`src/rtl/particle_sensor_frame_parser_assert.svh`:
```
// Assertion macros shared by the particle sensor frame parser modules.
`ifndef PARTICLE_SENSOR_FRAME_PARSER_ASSERT_SVH
`define PARTICLE_SENSOR_FRAME_PARSER_ASSERT_SVH

// The consequent must hold in the same cycle as the antecedent.
`define PSFP_ASSERT_SAME(label, clk, rst_n, ante, cons, msg) \
  label: assert property (@(posedge clk) disable iff (!rst_n) (ante) |-> (cons)) \
    else $error(msg);

// The consequent must hold in the cycle after the antecedent.
`define PSFP_ASSERT_NEXT(label, clk, rst_n, ante, cons, msg) \
  label: assert property (@(posedge clk) disable iff (!rst_n) (ante) |=> (cons)) \
    else $error(msg);

`endif

```
`src/rtl/psfp_pkg.sv`:
```
// Types, constants and the command byte table of the particle sensor frame parser.
package psfp_pkg;

  typedef enum logic [1:0] {
    OP_RX    = 2'd0,
    OP_SLEEP = 2'd1,
    OP_WAKE  = 2'd2,
    OP_NONE  = 2'd3
  } opcode_t;

  typedef enum logic [1:0] {
    KIND_CMD     = 2'd0,
    KIND_READING = 2'd1,
    KIND_FAIL    = 2'd2
  } kind_t;

  typedef enum logic [1:0] {
    JOB_SLEEP    = 2'd0,
    JOB_WAKE     = 2'd1,
    JOB_READINGS = 2'd2,
    JOB_FAIL     = 2'd3
  } job_kind_t;

  // One unit of work handed from the parser to the result sequencer.
  typedef struct packed {
    job_kind_t   kind;
    logic        bank;
    logic [15:0] bad_count;
    logic        asleep;
  } job_t;

  // Frees a reading buffer bank once its last word has been read.
  typedef struct packed {
    logic en;
    logic bank;
  } release_t;

  localparam int QUEUE_DEPTH  = 4;
  localparam int NUM_READINGS = 12;
  localparam int CMD_BYTES    = 7;
  localparam int RAM_WIDTH    = 16;
  localparam int RAM_DEPTH    = 32;
  localparam int RAM_AW       = 5;

  localparam logic [7:0] START_BYTE1 = 8'h42;
  localparam logic [7:0] START_BYTE2 = 8'h4D;

  localparam logic [3:0] LAST_READING = 4'(NUM_READINGS - 1);
  localparam logic [3:0] LAST_CMD     = 4'(CMD_BYTES - 1);

  // Seven-byte sensor command; sleep and wake differ in the data and check bytes.
  function automatic logic [7:0] cmd_byte(input logic is_sleep, input logic [2:0] idx);
    logic [7:0] b;
    case (idx)
      3'd0:    b = 8'h42;
      3'd1:    b = 8'h4D;
      3'd2:    b = 8'hE4;
      3'd3:    b = 8'h00;
      3'd4:    b = is_sleep ? 8'h00 : 8'h01;
      3'd5:    b = 8'h01;
      3'd6:    b = is_sleep ? 8'h73 : 8'h74;
      default: b = 8'h00;
    endcase
    return b;
  endfunction

endpackage

```
`src/rtl/psfp_ram.sv`:
```
// Generic simple dual-port RAM with one write port and a registered read port.
module psfp_ram #(
  parameter int WIDTH = 16,
  parameter int DEPTH = 32
) (
  input  logic                     clk,
  input  logic                     wr_en,
  input  logic [$clog2(DEPTH)-1:0] wr_addr,
  input  logic [WIDTH-1:0]         wr_data,
  input  logic                     rd_en,
  input  logic [$clog2(DEPTH)-1:0] rd_addr,
  output logic [WIDTH-1:0]         rd_data
);

  logic [WIDTH-1:0] mem [DEPTH];
  logic [WIDTH-1:0] rd_data_r;

  always_ff @(posedge clk) begin
    if (wr_en) begin
      mem[wr_addr] <= wr_data;
    end
    if (rd_en) begin
      rd_data_r <= mem[rd_addr];
    end
  end

  assign rd_data = rd_data_r;

endmodule

```
`src/rtl/psfp_front.sv`:
```
// Front end: accepts words, tracks the frame, checks the sum and queues result jobs.
`include "particle_sensor_frame_parser_assert.svh"

module psfp_front #(
  parameter int FRAME_BYTES = 32
) (
  input  logic                                clk,
  input  logic                                rst_n,
  input  logic                                in_valid,
  output logic                                in_ready,
  input  logic [1:0]                          opcode,
  input  logic [7:0]                          rx_byte,
  input  logic                                q_full_i,
  output logic                                push_o,
  output psfp_pkg::job_t                      job_o,
  input  psfp_pkg::release_t                  rel_i,
  output logic                                ram_wr_en,
  output logic [psfp_pkg::RAM_AW-1:0]         ram_wr_addr,
  output logic [psfp_pkg::RAM_WIDTH-1:0]      ram_wr_data
);

  localparam int CW = $clog2(FRAME_BYTES + 1);
  localparam logic [CW-1:0] LAST_IDX = CW'(FRAME_BYTES - 1);
  localparam logic [CW-1:0] SUM_END  = CW'(FRAME_BYTES - 2);

  typedef enum logic [1:0] {
    S_HUNT,
    S_SECOND,
    S_BODY,
    S_SLEEP
  } state_t;

  state_t        state_r, state_nxt;
  logic [CW-1:0] cnt_r, cnt_nxt;
  logic [15:0]   sum_r, sum_nxt;
  logic [7:0]    prev_r, prev_nxt;
  logic [15:0]   fail_r, fail_nxt;
  logic          bank_r, bank_nxt;
  logic [1:0]    busy_r, busy_nxt;

  logic          accept;
  logic [CW-1:0] pair;
  logic [CW-1:0] ri;
  logic          in_range;

  assign in_ready = !q_full_i && !busy_r[bank_r];
  assign accept   = in_valid && in_ready;

  // Readings live in byte pairs 2..13; each pair becomes one 16-bit buffer word.
  assign pair     = cnt_r >> 1;
  assign ri       = pair - CW'(2);
  assign in_range = pair inside {[CW'(2) : CW'(psfp_pkg::NUM_READINGS + 1)]};

  assign ram_wr_addr = {bank_r, ri[3:0]};
  assign ram_wr_data = cnt_r[0] ? {prev_r, rx_byte} : {rx_byte, 8'h00};

  always_comb begin
    state_nxt = state_r;
    cnt_nxt   = cnt_r;
    sum_nxt   = sum_r;
    prev_nxt  = prev_r;
    fail_nxt  = fail_r;
    bank_nxt  = bank_r;
    busy_nxt  = busy_r;
    push_o    = 1'b0;
    ram_wr_en = 1'b0;
    job_o     = '{kind: psfp_pkg::JOB_FAIL, bank: bank_r, bad_count: fail_r, asleep: 1'b0};

    if (rel_i.en) begin
      busy_nxt[rel_i.bank] = 1'b0;
    end

    if (accept) begin
      case (opcode)
        psfp_pkg::OP_SLEEP: begin
          state_nxt    = S_SLEEP;
          cnt_nxt      = '0;
          push_o       = 1'b1;
          job_o.kind   = psfp_pkg::JOB_SLEEP;
          job_o.asleep = 1'b1;
        end
        psfp_pkg::OP_WAKE: begin
          state_nxt  = S_HUNT;
          cnt_nxt    = '0;
          push_o     = 1'b1;
          job_o.kind = psfp_pkg::JOB_WAKE;
        end
        psfp_pkg::OP_RX: begin
          prev_nxt = rx_byte;
          case (state_r)
            S_HUNT: begin
              if (rx_byte == psfp_pkg::START_BYTE1) begin
                state_nxt = S_SECOND;
                cnt_nxt   = CW'(1);
                sum_nxt   = {8'h00, rx_byte};
              end
            end
            S_SECOND: begin
              if (rx_byte != psfp_pkg::START_BYTE2) begin
                state_nxt = S_HUNT;
                cnt_nxt   = '0;
              end else begin
                state_nxt = S_BODY;
                cnt_nxt   = CW'(2);
                sum_nxt   = sum_r + {8'h00, rx_byte};
              end
            end
            S_BODY: begin
              ram_wr_en = in_range && (cnt_r[0] || (cnt_r == LAST_IDX));
              if (cnt_r < SUM_END) begin
                sum_nxt = sum_r + {8'h00, rx_byte};
              end
              if (cnt_r == LAST_IDX) begin
                state_nxt = S_HUNT;
                cnt_nxt   = '0;
                push_o    = 1'b1;
                if ({prev_r, rx_byte} == sum_r) begin
                  fail_nxt         = 16'h0000;
                  job_o.kind       = psfp_pkg::JOB_READINGS;
                  job_o.bad_count  = 16'h0000;
                  busy_nxt[bank_r] = 1'b1;
                  bank_nxt         = !bank_r;
                end else begin
                  if (fail_r != 16'hFFFF) begin
                    fail_nxt = fail_r + 16'd1;
                  end
                  job_o.bad_count = fail_nxt;
                end
              end else begin
                cnt_nxt = cnt_r + CW'(1);
              end
            end
            default: begin
            end
          endcase
        end
        default: begin
        end
      endcase
    end
  end

  always_ff @(posedge clk) begin
    if (!rst_n) begin
      state_r <= S_HUNT;
      cnt_r   <= '0;
      sum_r   <= 16'h0000;
      fail_r  <= 16'h0000;
      bank_r  <= 1'b0;
      busy_r  <= 2'b00;
    end else begin
      state_r <= state_nxt;
      cnt_r   <= cnt_nxt;
      sum_r   <= sum_nxt;
      fail_r  <= fail_nxt;
      bank_r  <= bank_nxt;
      busy_r  <= busy_nxt;
    end
    prev_r <= prev_nxt;
  end

  `PSFP_ASSERT_NEXT(a_fail_saturates, clk, rst_n, fail_r == 16'hFFFF,
                    (fail_r == 16'hFFFF) || (fail_r == 16'h0000), "failure count wrapped")
  `PSFP_ASSERT_SAME(a_write_free_bank, clk, rst_n, ram_wr_en, !busy_r[bank_r],
                    "buffer write into a bank still being read")

endmodule

```
`src/rtl/psfp_queue.sv`:
```
// Short job queue between the parser front end and the result sequencer.
`include "particle_sensor_frame_parser_assert.svh"

module psfp_queue (
  input  logic           clk,
  input  logic           rst_n,
  input  logic           push_i,
  input  psfp_pkg::job_t data_i,
  output logic           full_o,
  input  logic           pop_i,
  output logic           empty_o,
  output psfp_pkg::job_t data_o
);

  localparam int PW = $clog2(psfp_pkg::QUEUE_DEPTH);

  psfp_pkg::job_t entry_r [psfp_pkg::QUEUE_DEPTH];
  logic [PW-1:0]  wr_ptr_r;
  logic [PW-1:0]  rd_ptr_r;
  logic [PW:0]    count_r;

  assign full_o  = (count_r == (PW + 1)'(psfp_pkg::QUEUE_DEPTH));
  assign empty_o = (count_r == '0);
  assign data_o  = entry_r[rd_ptr_r];

  always_ff @(posedge clk) begin
    if (!rst_n) begin
      wr_ptr_r <= '0;
      rd_ptr_r <= '0;
      count_r  <= '0;
    end else begin
      if (push_i) begin
        wr_ptr_r <= wr_ptr_r + PW'(1);
      end
      if (pop_i) begin
        rd_ptr_r <= rd_ptr_r + PW'(1);
      end
      if (push_i && !pop_i) begin
        count_r <= count_r + (PW + 1)'(1);
      end else if (pop_i && !push_i) begin
        count_r <= count_r - (PW + 1)'(1);
      end
    end
    if (push_i) begin
      entry_r[wr_ptr_r] <= data_i;
    end
  end

  `PSFP_ASSERT_SAME(a_q_no_overflow, clk, rst_n, push_i, !full_o, "job pushed into a full queue")
  `PSFP_ASSERT_SAME(a_q_no_underflow, clk, rst_n, pop_i, !empty_o, "job popped from an empty queue")

endmodule

```
`src/rtl/psfp_back.sv`:
```
// Back end: expands queued jobs into result words and holds the output register.
`include "particle_sensor_frame_parser_assert.svh"

module psfp_back #(
  parameter int FRAME_BYTES = 32
) (
  input  logic                           clk,
  input  logic                           rst_n,
  input  logic                           q_empty_i,
  input  psfp_pkg::job_t                 q_data_i,
  output logic                           pop_o,
  output psfp_pkg::release_t             rel_o,
  output logic                           ram_rd_en,
  output logic [psfp_pkg::RAM_AW-1:0]    ram_rd_addr,
  input  logic [psfp_pkg::RAM_WIDTH-1:0] ram_rd_data,
  output logic                           out_valid,
  input  logic                           out_ready,
  output logic [1:0]                     out_kind,
  output logic [3:0]                     out_index,
  output logic [15:0]                    out_value,
  output logic                           out_last,
  output logic [15:0]                    out_bad,
  output logic                           out_asleep
);

  logic           active_r;
  psfp_pkg::job_t job_r;
  logic [3:0]     step_r;

  logic           out_valid_r;
  logic [1:0]     okind_r;
  logic [3:0]     oidx_r;
  logic [7:0]     obyte_r;
  logic           ozero_r;
  logic           olast_r;
  logic [15:0]    obad_r;
  logic           oasleep_r;

  logic           adv;
  logic           seq_last;
  logic           is_read;
  logic           take;
  logic [1:0]     kind_c;
  logic           zero_c;

  assign adv     = !out_valid_r || out_ready;
  assign is_read = (job_r.kind == psfp_pkg::JOB_READINGS);

  always_comb begin
    case (job_r.kind)
      psfp_pkg::JOB_READINGS: begin
        seq_last = (step_r == psfp_pkg::LAST_READING);
        kind_c   = psfp_pkg::KIND_READING;
      end
      psfp_pkg::JOB_FAIL: begin
        seq_last = 1'b1;
        kind_c   = psfp_pkg::KIND_FAIL;
      end
      default: begin
        seq_last = (step_r == psfp_pkg::LAST_CMD);
        kind_c   = psfp_pkg::KIND_CMD;
      end
    endcase
  end

  // Readings whose bytes lie beyond a short frame read as zero.
  assign zero_c = !is_read || ((int'(step_r) * 2 + 4) >= FRAME_BYTES);

  assign take  = !active_r || (adv && seq_last);
  assign pop_o = take && !q_empty_i;

  assign ram_rd_en   = adv && active_r && is_read;
  assign ram_rd_addr = {job_r.bank, step_r};

  assign rel_o.en   = adv && active_r && is_read && seq_last;
  assign rel_o.bank = job_r.bank;

  always_ff @(posedge clk) begin
    if (!rst_n) begin
      active_r    <= 1'b0;
      step_r      <= 4'd0;
      out_valid_r <= 1'b0;
    end else begin
      if (pop_o) begin
        active_r <= 1'b1;
        step_r   <= 4'd0;
      end else if (adv && active_r) begin
        if (seq_last) begin
          active_r <= 1'b0;
        end else begin
          step_r <= step_r + 4'd1;
        end
      end
      if (adv) begin
        out_valid_r <= active_r;
      end
    end
    if (pop_o) begin
      job_r <= q_data_i;
    end
    if (adv) begin
      okind_r   <= kind_c;
      oidx_r    <= is_read ? step_r : 4'd0;
      obyte_r   <= (job_r.kind inside {psfp_pkg::JOB_SLEEP, psfp_pkg::JOB_WAKE}) ?
                   psfp_pkg::cmd_byte(job_r.kind == psfp_pkg::JOB_SLEEP, step_r[2:0]) : 8'h00;
      ozero_r   <= zero_c;
      olast_r   <= seq_last;
      obad_r    <= job_r.bad_count;
      oasleep_r <= job_r.asleep;
    end
  end

  assign out_valid  = out_valid_r;
  assign out_kind   = okind_r;
  assign out_index  = oidx_r;
  assign out_value  = ozero_r ? {8'h00, obyte_r} : ram_rd_data;
  assign out_last   = olast_r;
  assign out_bad    = obad_r;
  assign out_asleep = oasleep_r;

  `PSFP_ASSERT_SAME(a_cmd_step_range, clk, rst_n, active_r && !is_read,
                    step_r <= psfp_pkg::LAST_CMD, "command or failure step out of range")
  `PSFP_ASSERT_SAME(a_fail_is_last, clk, rst_n,
                    out_valid_r && (okind_r == psfp_pkg::KIND_FAIL), olast_r,
                    "failure word not marked last")

endmodule

```
`src/rtl/particle_sensor_frame_parser.sv`:
```
// An accepted word's job passes the job queue and job register before its first result
// word is registered. Throughput: one input and one result word per cycle unless the output
// stalls; a command yields 7 words, a good frame 12 and a bad frame 1, in a 4-entry job
// queue; input stalls while it is full or the reading buffer bank being filled is still read.
// Reset (synchronous, rst_n low): hunt for the start byte, counters and queue cleared;
// the reading buffer needs no clearing pass.
module particle_sensor_frame_parser #(
  parameter int FRAME_BYTES = 32
) (
  input  logic        clk,
  input  logic        rst_n,
  input  logic        in_tvalid,
  output logic        in_tready,
  input  logic [7:0]  in_tdata,   // [7:0] rx_byte
  input  logic [1:0]  in_tuser,   // [1:0] opcode
  output logic        out_tvalid,
  input  logic        out_tready,
  output logic [39:0] out_tdata,  // [3:0] reading_index, [19:4] value,
                                  // [35:20] bad_frame_count, [36] asleep, [39:37] zero
  output logic [1:0]  out_tuser,  // [1:0] kind
  output logic        out_tlast   // last
);

  logic                           q_full;
  logic                           q_empty;
  logic                           push;
  logic                           pop;
  psfp_pkg::job_t                 job_in;
  psfp_pkg::job_t                 job_out;
  psfp_pkg::release_t             rel;
  logic                           ram_wr_en;
  logic [psfp_pkg::RAM_AW-1:0]    ram_wr_addr;
  logic [psfp_pkg::RAM_WIDTH-1:0] ram_wr_data;
  logic                           ram_rd_en;
  logic [psfp_pkg::RAM_AW-1:0]    ram_rd_addr;
  logic [psfp_pkg::RAM_WIDTH-1:0] ram_rd_data;
  logic [3:0]                     out_index;
  logic [15:0]                    out_value;
  logic [15:0]                    out_bad;
  logic                           out_asleep;

  psfp_front #(.FRAME_BYTES(FRAME_BYTES)) u_front (
    .clk         (clk),
    .rst_n       (rst_n),
    .in_valid    (in_tvalid),
    .in_ready    (in_tready),
    .opcode      (in_tuser),
    .rx_byte     (in_tdata),
    .q_full_i    (q_full),
    .push_o      (push),
    .job_o       (job_in),
    .rel_i       (rel),
    .ram_wr_en   (ram_wr_en),
    .ram_wr_addr (ram_wr_addr),
    .ram_wr_data (ram_wr_data)
  );

  psfp_queue u_queue (
    .clk     (clk),
    .rst_n   (rst_n),
    .push_i  (push),
    .data_i  (job_in),
    .full_o  (q_full),
    .pop_i   (pop),
    .empty_o (q_empty),
    .data_o  (job_out)
  );

  psfp_ram #(
    .WIDTH (psfp_pkg::RAM_WIDTH),
    .DEPTH (psfp_pkg::RAM_DEPTH)
  ) u_ram (
    .clk     (clk),
    .wr_en   (ram_wr_en),
    .wr_addr (ram_wr_addr),
    .wr_data (ram_wr_data),
    .rd_en   (ram_rd_en),
    .rd_addr (ram_rd_addr),
    .rd_data (ram_rd_data)
  );

  psfp_back #(.FRAME_BYTES(FRAME_BYTES)) u_back (
    .clk         (clk),
    .rst_n       (rst_n),
    .q_empty_i   (q_empty),
    .q_data_i    (job_out),
    .pop_o       (pop),
    .rel_o       (rel),
    .ram_rd_en   (ram_rd_en),
    .ram_rd_addr (ram_rd_addr),
    .ram_rd_data (ram_rd_data),
    .out_valid   (out_tvalid),
    .out_ready   (out_tready),
    .out_kind    (out_tuser),
    .out_index   (out_index),
    .out_value   (out_value),
    .out_last    (out_tlast),
    .out_bad     (out_bad),
    .out_asleep  (out_asleep)
  );

  assign out_tdata = {3'b000, out_asleep, out_bad, out_value, out_index};

endmodule

```
`config.mk`:
```
export PLATFORM = sky130hd
export DESIGN_NAME = particle_sensor_frame_parser
export DESIGN_NICKNAME = d
export VERILOG_FILES = /design/src/rtl/psfp_pkg.sv /design/src/rtl/psfp_ram.sv /design/src/rtl/psfp_front.sv /design/src/rtl/psfp_queue.sv /design/src/rtl/psfp_back.sv /design/src/rtl/particle_sensor_frame_parser.sv
export VERILOG_INCLUDE_DIRS = /design/src /design/src/rtl
export SDC_FILE = /design/constraint.sdc
export NUM_CORES = 1
export LEC_CHECK = 0
export ABC_AREA = 1
export BUFFER_PORTS_ARGS = -buffer_cell sky130_fd_sc_hd__buf_2
export CORE_MARGIN = 10
export CORE_UTILIZATION = 65
export CTS_CLUSTER_SIZE = 40
export DETAILED_ROUTE_END_ITERATION = 8
export PLACE_DENSITY = 0.82
export SYNTH_ARGS = -nofsm -noshare
export SYNTH_HDL_FRONTEND = slang
export SYNTH_SLANG_ARGS = --single-unit
```
`constraint.sdc`:
```
create_clock -name clk -period 5.27 [get_ports clk]
set_clock_uncertainty 0.2 [all_clocks]
set_input_delay 1.054 -clock clk [delete_from_list [all_inputs] [get_ports clk]]
set_output_delay 1.054 -clock clk [all_outputs]
set_load 0.01 [all_outputs]
```
==> run summary <==
FLOORPLANNING
-------------------------------------------------------------------------------------------
IO Count                                                                                 59
Count of standard-cell rows                                                              78
Die area                                                                        0.0551 mm^2
Initial standard-cell utilization of the core                                         66.0%
DIE HEIGHT                                                                           235 um
Core ar.                                                                        0.0455 mm^2
Overall die width                                                                    235 um

ROUTE
-------------------------------------------------------------------------------------------
Sum of routed wire length over all layers                                          80300 um
Routed vias                                                                           21100
Post-detailed-route count of antenna-violating nets                                       0
Via-to-Cell Ratio                                                                      6.48
Router iterations before antenna repair                                                   6
Mean routed wirelength per cell                                                     24.6 um
Number of design-rule violations left by the first detailed-router iteration           3565
Number of design rule violations left after detail routing                                0

CLOCK NETWORK
-------------------------------------------------------------------------------------------
Post-CTS setup buffer count                                                               0
Clock tree sinks                                                                        725
Number of levels in the clock H-tree                                                      3
Cell at the root of the clock tree                                             sky130_fd_sc_hd__clkbuf_16
Worst skew pair latency                                                             0.62 ns
Post-cts sizing count                                                                     0
Cts bufs inserted                                                                        70
CTS hold repair buffers                                                                   0
Max Root-Sink Buffers                                                                     3
CTS tree                                                                              built
Clk slew on worst S/H paths                                                         0.06 ns

POWER
-------------------------------------------------------------------------------------------
Internal power component                                                            10.4 mW
Total net switching power                                                           4.19 mW
Combinational cell fraction of total power                                            17.2%
P_leak                                                                              12.0 nW
Peak ir drop on the vdd network                                                    0.461 mV
Register share of total power                                                         48.0%
Power per standard cell area                                                    437 mW/mm^2
Clock network fraction of total power                                                 34.7%
Fraction of power spent switching nets                                                28.8%

FINISH
-------------------------------------------------------------------------------------------
Number of antenna repair diodes                                                           0
Area growth from synthesis to layout                                                  11.0%
Final net count                                                                        2653
Final core utilization                                                                73.2%
Fraction of layout cells with a size suffix above 1                                   10.7%
Filler cell count in the final layout                                                  2823
Finished layout cell area                                                       0.0333 mm^2

STA
-------------------------------------------------------------------------------------------
Final worst-path cycle share                                                          64.4%
Fmax achieved                                                                     0.294 GHz
Max-slew headroom at the worst pin                                                    19.1%
Final setup violation count                                                               0
Number of hold violations in the final report                                             0
Setup repair after global routing missed its margin                                      no
Total count of max-transition violations in the final report                              0
Actual transition at the worst max-transition pin                                   1.21 ns
Setup Total Neg Slack                                                                  0 ns
Time the worst path needs with I/O delays and setup                                 3.40 ns

SYNTH
-------------------------------------------------------------------------------------------
Top cells by area, synth                                                       sky130_fd_sc_hd__edfxtp_1, sky130_fd_sc_hd__nor2_1, sky130_fd_sc_hd__o21ai_0
Synth Cell Area                                                                 0.0300 mm^2
Number of instances in the synthesized netlist                                         2552
Count of cell types in the netlist                                                       51
Cell type with the largest total area after synthesis                          sky130_fd_sc_hd__edfxtp_1
Share of synthesized flip-flops with an asynchronous set or reset                        0%
Main flop type after synthesis                                                 sky130_fd_sc_hd__edfxtp_1
Post-synthesis register bit count                                                       725
Part of the Yosys area used for sequential elements                                   70.7%
Number of flops mapped to enable cells by yosys                                         669
Post-synth top area share                                                             67.0%
Syn Area/Cell                                                                     11.8 um^2
Number of warnings reported in the yosys synthesis log                                    0

PLACE
-------------------------------------------------------------------------------------------
Number of buffers inserted by port buffering                                             55
Final GP Congestion                                                                   0.929
Placed cell area                                                                0.0310 mm^2
Hpwl dp                                                                            48200 um

MIN PATH
-------------------------------------------------------------------------------------------
Worst Hold Class                                                                    reg2reg
Cell depth of the worst hold path                                                         0

RUN
-------------------------------------------------------------------------------------------
Max-cap violation count                                                                   0

CRITICAL PATH
-------------------------------------------------------------------------------------------
Crit path max fanout                                                                     35
Reg2Reg Depth                                                                             6
Arrival time of the worst setup path                                                3.66 ns
CP Launch Type                                                                    flip-flop
Cell type of the slowest stage on the worst timing path                        sky130_fd_sc_hd__inv_1
Total buffers and inverters traversed by the critical path                                1
Required time worst endpoint                                                        5.53 ns
Largest incremental delay on the critical path                                      0.98 ns
Cell Chain, Critical Path                                                      nand2_2 -> inv_1 -> o21ai_0 -> o2111ai_1 -> nand3_1 -> nand2_1
Endpoint class of the critical path                                               flip-flop
Worst Path Class, Setup                                                             reg2reg
CP top delay family                                                            buffers and inverters
Number of gates on the worst path with buffers counted                                    6

GLOBAL ROUTE
-------------------------------------------------------------------------------------------
Combined global-route utilization of all metal layers                                 28.2%
Via count of the first global-routing pass                                            20200
Wire length of the first global-routing pass                                      120000 um
Overflow after GRT                                                                        0
Maximum number of pins on one net before global-route repair                            262
Initial antenna violation count                                                           0

RUN STATUS
-------------------------------------------------------------------------------------------
Status                                                                            completed

-- per-stage QoR --
step,hold slack (ns),setup slack [ns],std cells,power (mW)
after floorplan,0.200,1.74,2554,8.52
after global placement,0.201,1.56,3135,9.43
after detailed placement,0.205,1.47,3135,9.52
after CTS,0.217,1.98,3260,14.5
after global routing,0.218,1.66,3260,15.0
final,0.218,1.87,3260,14.6
-- layout by cell type, fill, tap and decap left out, types with 3 or more instances in the layout --
cell type                   Yosys  routed
sky130_fd_sc_hd__nor2_4         5       5
sky130_fd_sc_hd__nand2_1      285     284
sky130_fd_sc_hd__o21ai_1        8       8
sky130_fd_sc_hd__bufinv_16      0       8
sky130_fd_sc_hd__nor3_1        17      17
sky130_fd_sc_hd__nor2_1       496     492
sky130_fd_sc_hd__o21ai_2        1       7
sky130_fd_sc_hd__clkbuf_8       0       4
sky130_fd_sc_hd__nand3b_1       3       3
sky130_fd_sc_hd__a21oi_1       45      45
sky130_fd_sc_hd__conb_1         1       3
sky130_fd_sc_hd__xnor2_1        3       3
sky130_fd_sc_hd__o2111ai_1     64      64
sky130_fd_sc_hd__clkinv_2       1       8
sky130_fd_sc_hd__nand3_2        3       3
sky130_fd_sc_hd__o21ai_0      337     329
sky130_fd_sc_hd__buf_2         23      55
sky130_fd_sc_hd__nand2_2        8       9
sky130_fd_sc_hd__ha_1          30      30
sky130_fd_sc_hd__dfxtp_1       56      54
sky130_fd_sc_hd__inv_1        135     133
sky130_fd_sc_hd__clkinv_1       2      14
sky130_fd_sc_hd__or2_2          4       4
sky130_fd_sc_hd__nor2_2         7      11
sky130_fd_sc_hd__inv_6          0       4
sky130_fd_sc_hd__clkbuf_16      0      72
sky130_fd_sc_hd__o22ai_1       84      84
sky130_fd_sc_hd__inv_2          9      10
sky130_fd_sc_hd__clkbuf_1      88      18
sky130_fd_sc_hd__nand4_1       15      15
sky130_fd_sc_hd__xor2_1        11      11
sky130_fd_sc_hd__nand3_1       90      90
sky130_fd_sc_hd__edfxtp_1     669     669
sky130_fd_sc_hd__mux2_2         8       8
sky130_fd_sc_hd__buf_4          8      60
-- routing by layer --
metal | share of wire, % | global-route usage, % | routed length, um
met1 | 35 | 34.4 | 27900
met2 | 49 | 47.1 | 39400
met3 | 11 | 5.49 | 8680
met4 | 5.4 | 14.8 | 4320
met5 | 0 | 0 | 0
-- state kept, by name (all words and copies together), names as in the netlist, 2 cells and up --
signal            flops
u_front.state_r       2
u_back.step_r         4
u_queue.count_r       3
u_queue.entry_r      80
u_front.fail_r       16
u_queue.wr_ptr_r      2
u_back.obyte_r        8
u_ram.rd_data        16
u_ram.mem           512
u_back.job_r         19
u_front.cnt_r         6
u_front.prev_r        8
u_back.out_kind       2
u_queue.rd_ptr_r      2
u_front.sum_r        16
u_back.out_index      4
u_front.busy_r        2
u_back.out_bad       16
-- Yosys cell counts (2+ instances only) --
| library cell | number |
|---|---|
| sky130_fd_sc_hd__nand3_1 | 90 |
| sky130_fd_sc_hd__nor2_1 | 496 |
| sky130_fd_sc_hd__nand2_2 | 8 |
| sky130_fd_sc_hd__buf_4 | 8 |
| sky130_fd_sc_hd__inv_1 | 135 |
| sky130_fd_sc_hd__nand3_2 | 3 |
| sky130_fd_sc_hd__nand2_1 | 285 |
| sky130_fd_sc_hd__buf_2 | 23 |
| sky130_fd_sc_hd__buf_1 | 13 |
| sky130_fd_sc_hd__clkbuf_1 | 88 |
| sky130_fd_sc_hd__fa_1 | 2 |
| sky130_fd_sc_hd__o21ai_1 | 8 |
| sky130_fd_sc_hd__xnor2_1 | 3 |
| sky130_fd_sc_hd__inv_2 | 9 |
| sky130_fd_sc_hd__or2_2 | 4 |
| sky130_fd_sc_hd__xor2_1 | 11 |
| sky130_fd_sc_hd__a21oi_1 | 45 |
| sky130_fd_sc_hd__dfxtp_1 | 56 |
| sky130_fd_sc_hd__edfxtp_1 | 669 |
| sky130_fd_sc_hd__ha_1 | 30 |
| sky130_fd_sc_hd__nand3b_1 | 3 |
| sky130_fd_sc_hd__nor3_1 | 17 |
| sky130_fd_sc_hd__nor2_2 | 7 |
| sky130_fd_sc_hd__mux2_2 | 8 |
| sky130_fd_sc_hd__nand4_1 | 15 |
| sky130_fd_sc_hd__clkinv_1 | 2 |
| sky130_fd_sc_hd__clkbuf_2 | 2 |
| sky130_fd_sc_hd__a211oi_1 | 2 |
| sky130_fd_sc_hd__o21ai_0 | 337 |
| sky130_fd_sc_hd__o22ai_1 | 84 |
| sky130_fd_sc_hd__buf_6 | 2 |
| sky130_fd_sc_hd__nor2_4 | 5 |
| sky130_fd_sc_hd__o2111ai_1 | 64 |
-- cell type report --
class	count	area [um^2]	area share, %
Clock inverter	31	364	1.09
Inverter	148	563	1.69
Tap cell	600	751	2.26
Clock buffer	94	1920	5.78
Sequential cell	725	21200	63.7
Multi-Input combinational cell	1545	7700	23.1
Timing Repair Buffer	117	766	2.30
-- power by group through the flow --
| stage | Combinational (mW) | Sequential (mW) | Clock, mW |
|---|---|---|---|
| final | 2.51 | 6.99 | 5.06 |
| after global routing | 2.68 | 7.01 | 5.30 |
| after CTS | 2.47 | 6.98 | 5.06 |
| after detailed placement | 2.43 | 7.09 | 0 |
| after global placement | 2.35 | 7.08 | 0 |
| after floorplan | 1.51 | 7.01 | 0 |
-- worst register-to-register path: cells and delay by family (launching register included) --
kind	cells	cell delay, ns
buffers and inverters	1	0.99
flip-flops	1	0.50
AO/OA/AOI/OAI	2	0.68
AND/OR/NAND/NOR	3	0.88
-- worst paths after layout --
path,start,to,slack (ns)
min reg2reg,u_back.job_r[1],u_back.out_bad[0],0.22
max,u_back.step_r[2],u_ram.rd_data[9],1.87
max reg2reg,u_back.step_r[2],u_ram.rd_data[9],1.87
min,u_back.job_r[1],u_back.out_bad[0],0.22
-- logic make-up (layout without fill, tap and decap cells) --
family,count (synthesis),count (layout),synth area share [%]
AOI/OAI and AO/OA,548,548,10.4
xor gates and xnor gates,14,14,0.409
adders and majority gates,32,32,1.38
buffers and inverters,284,390,3.82
DFF,725,725,70.7
muxes,8,8,0.300
other,1,3,0.0125
and+or+nand+nor,940,940,12.9
Note: power is estimated with default switching activity, not from simulation.
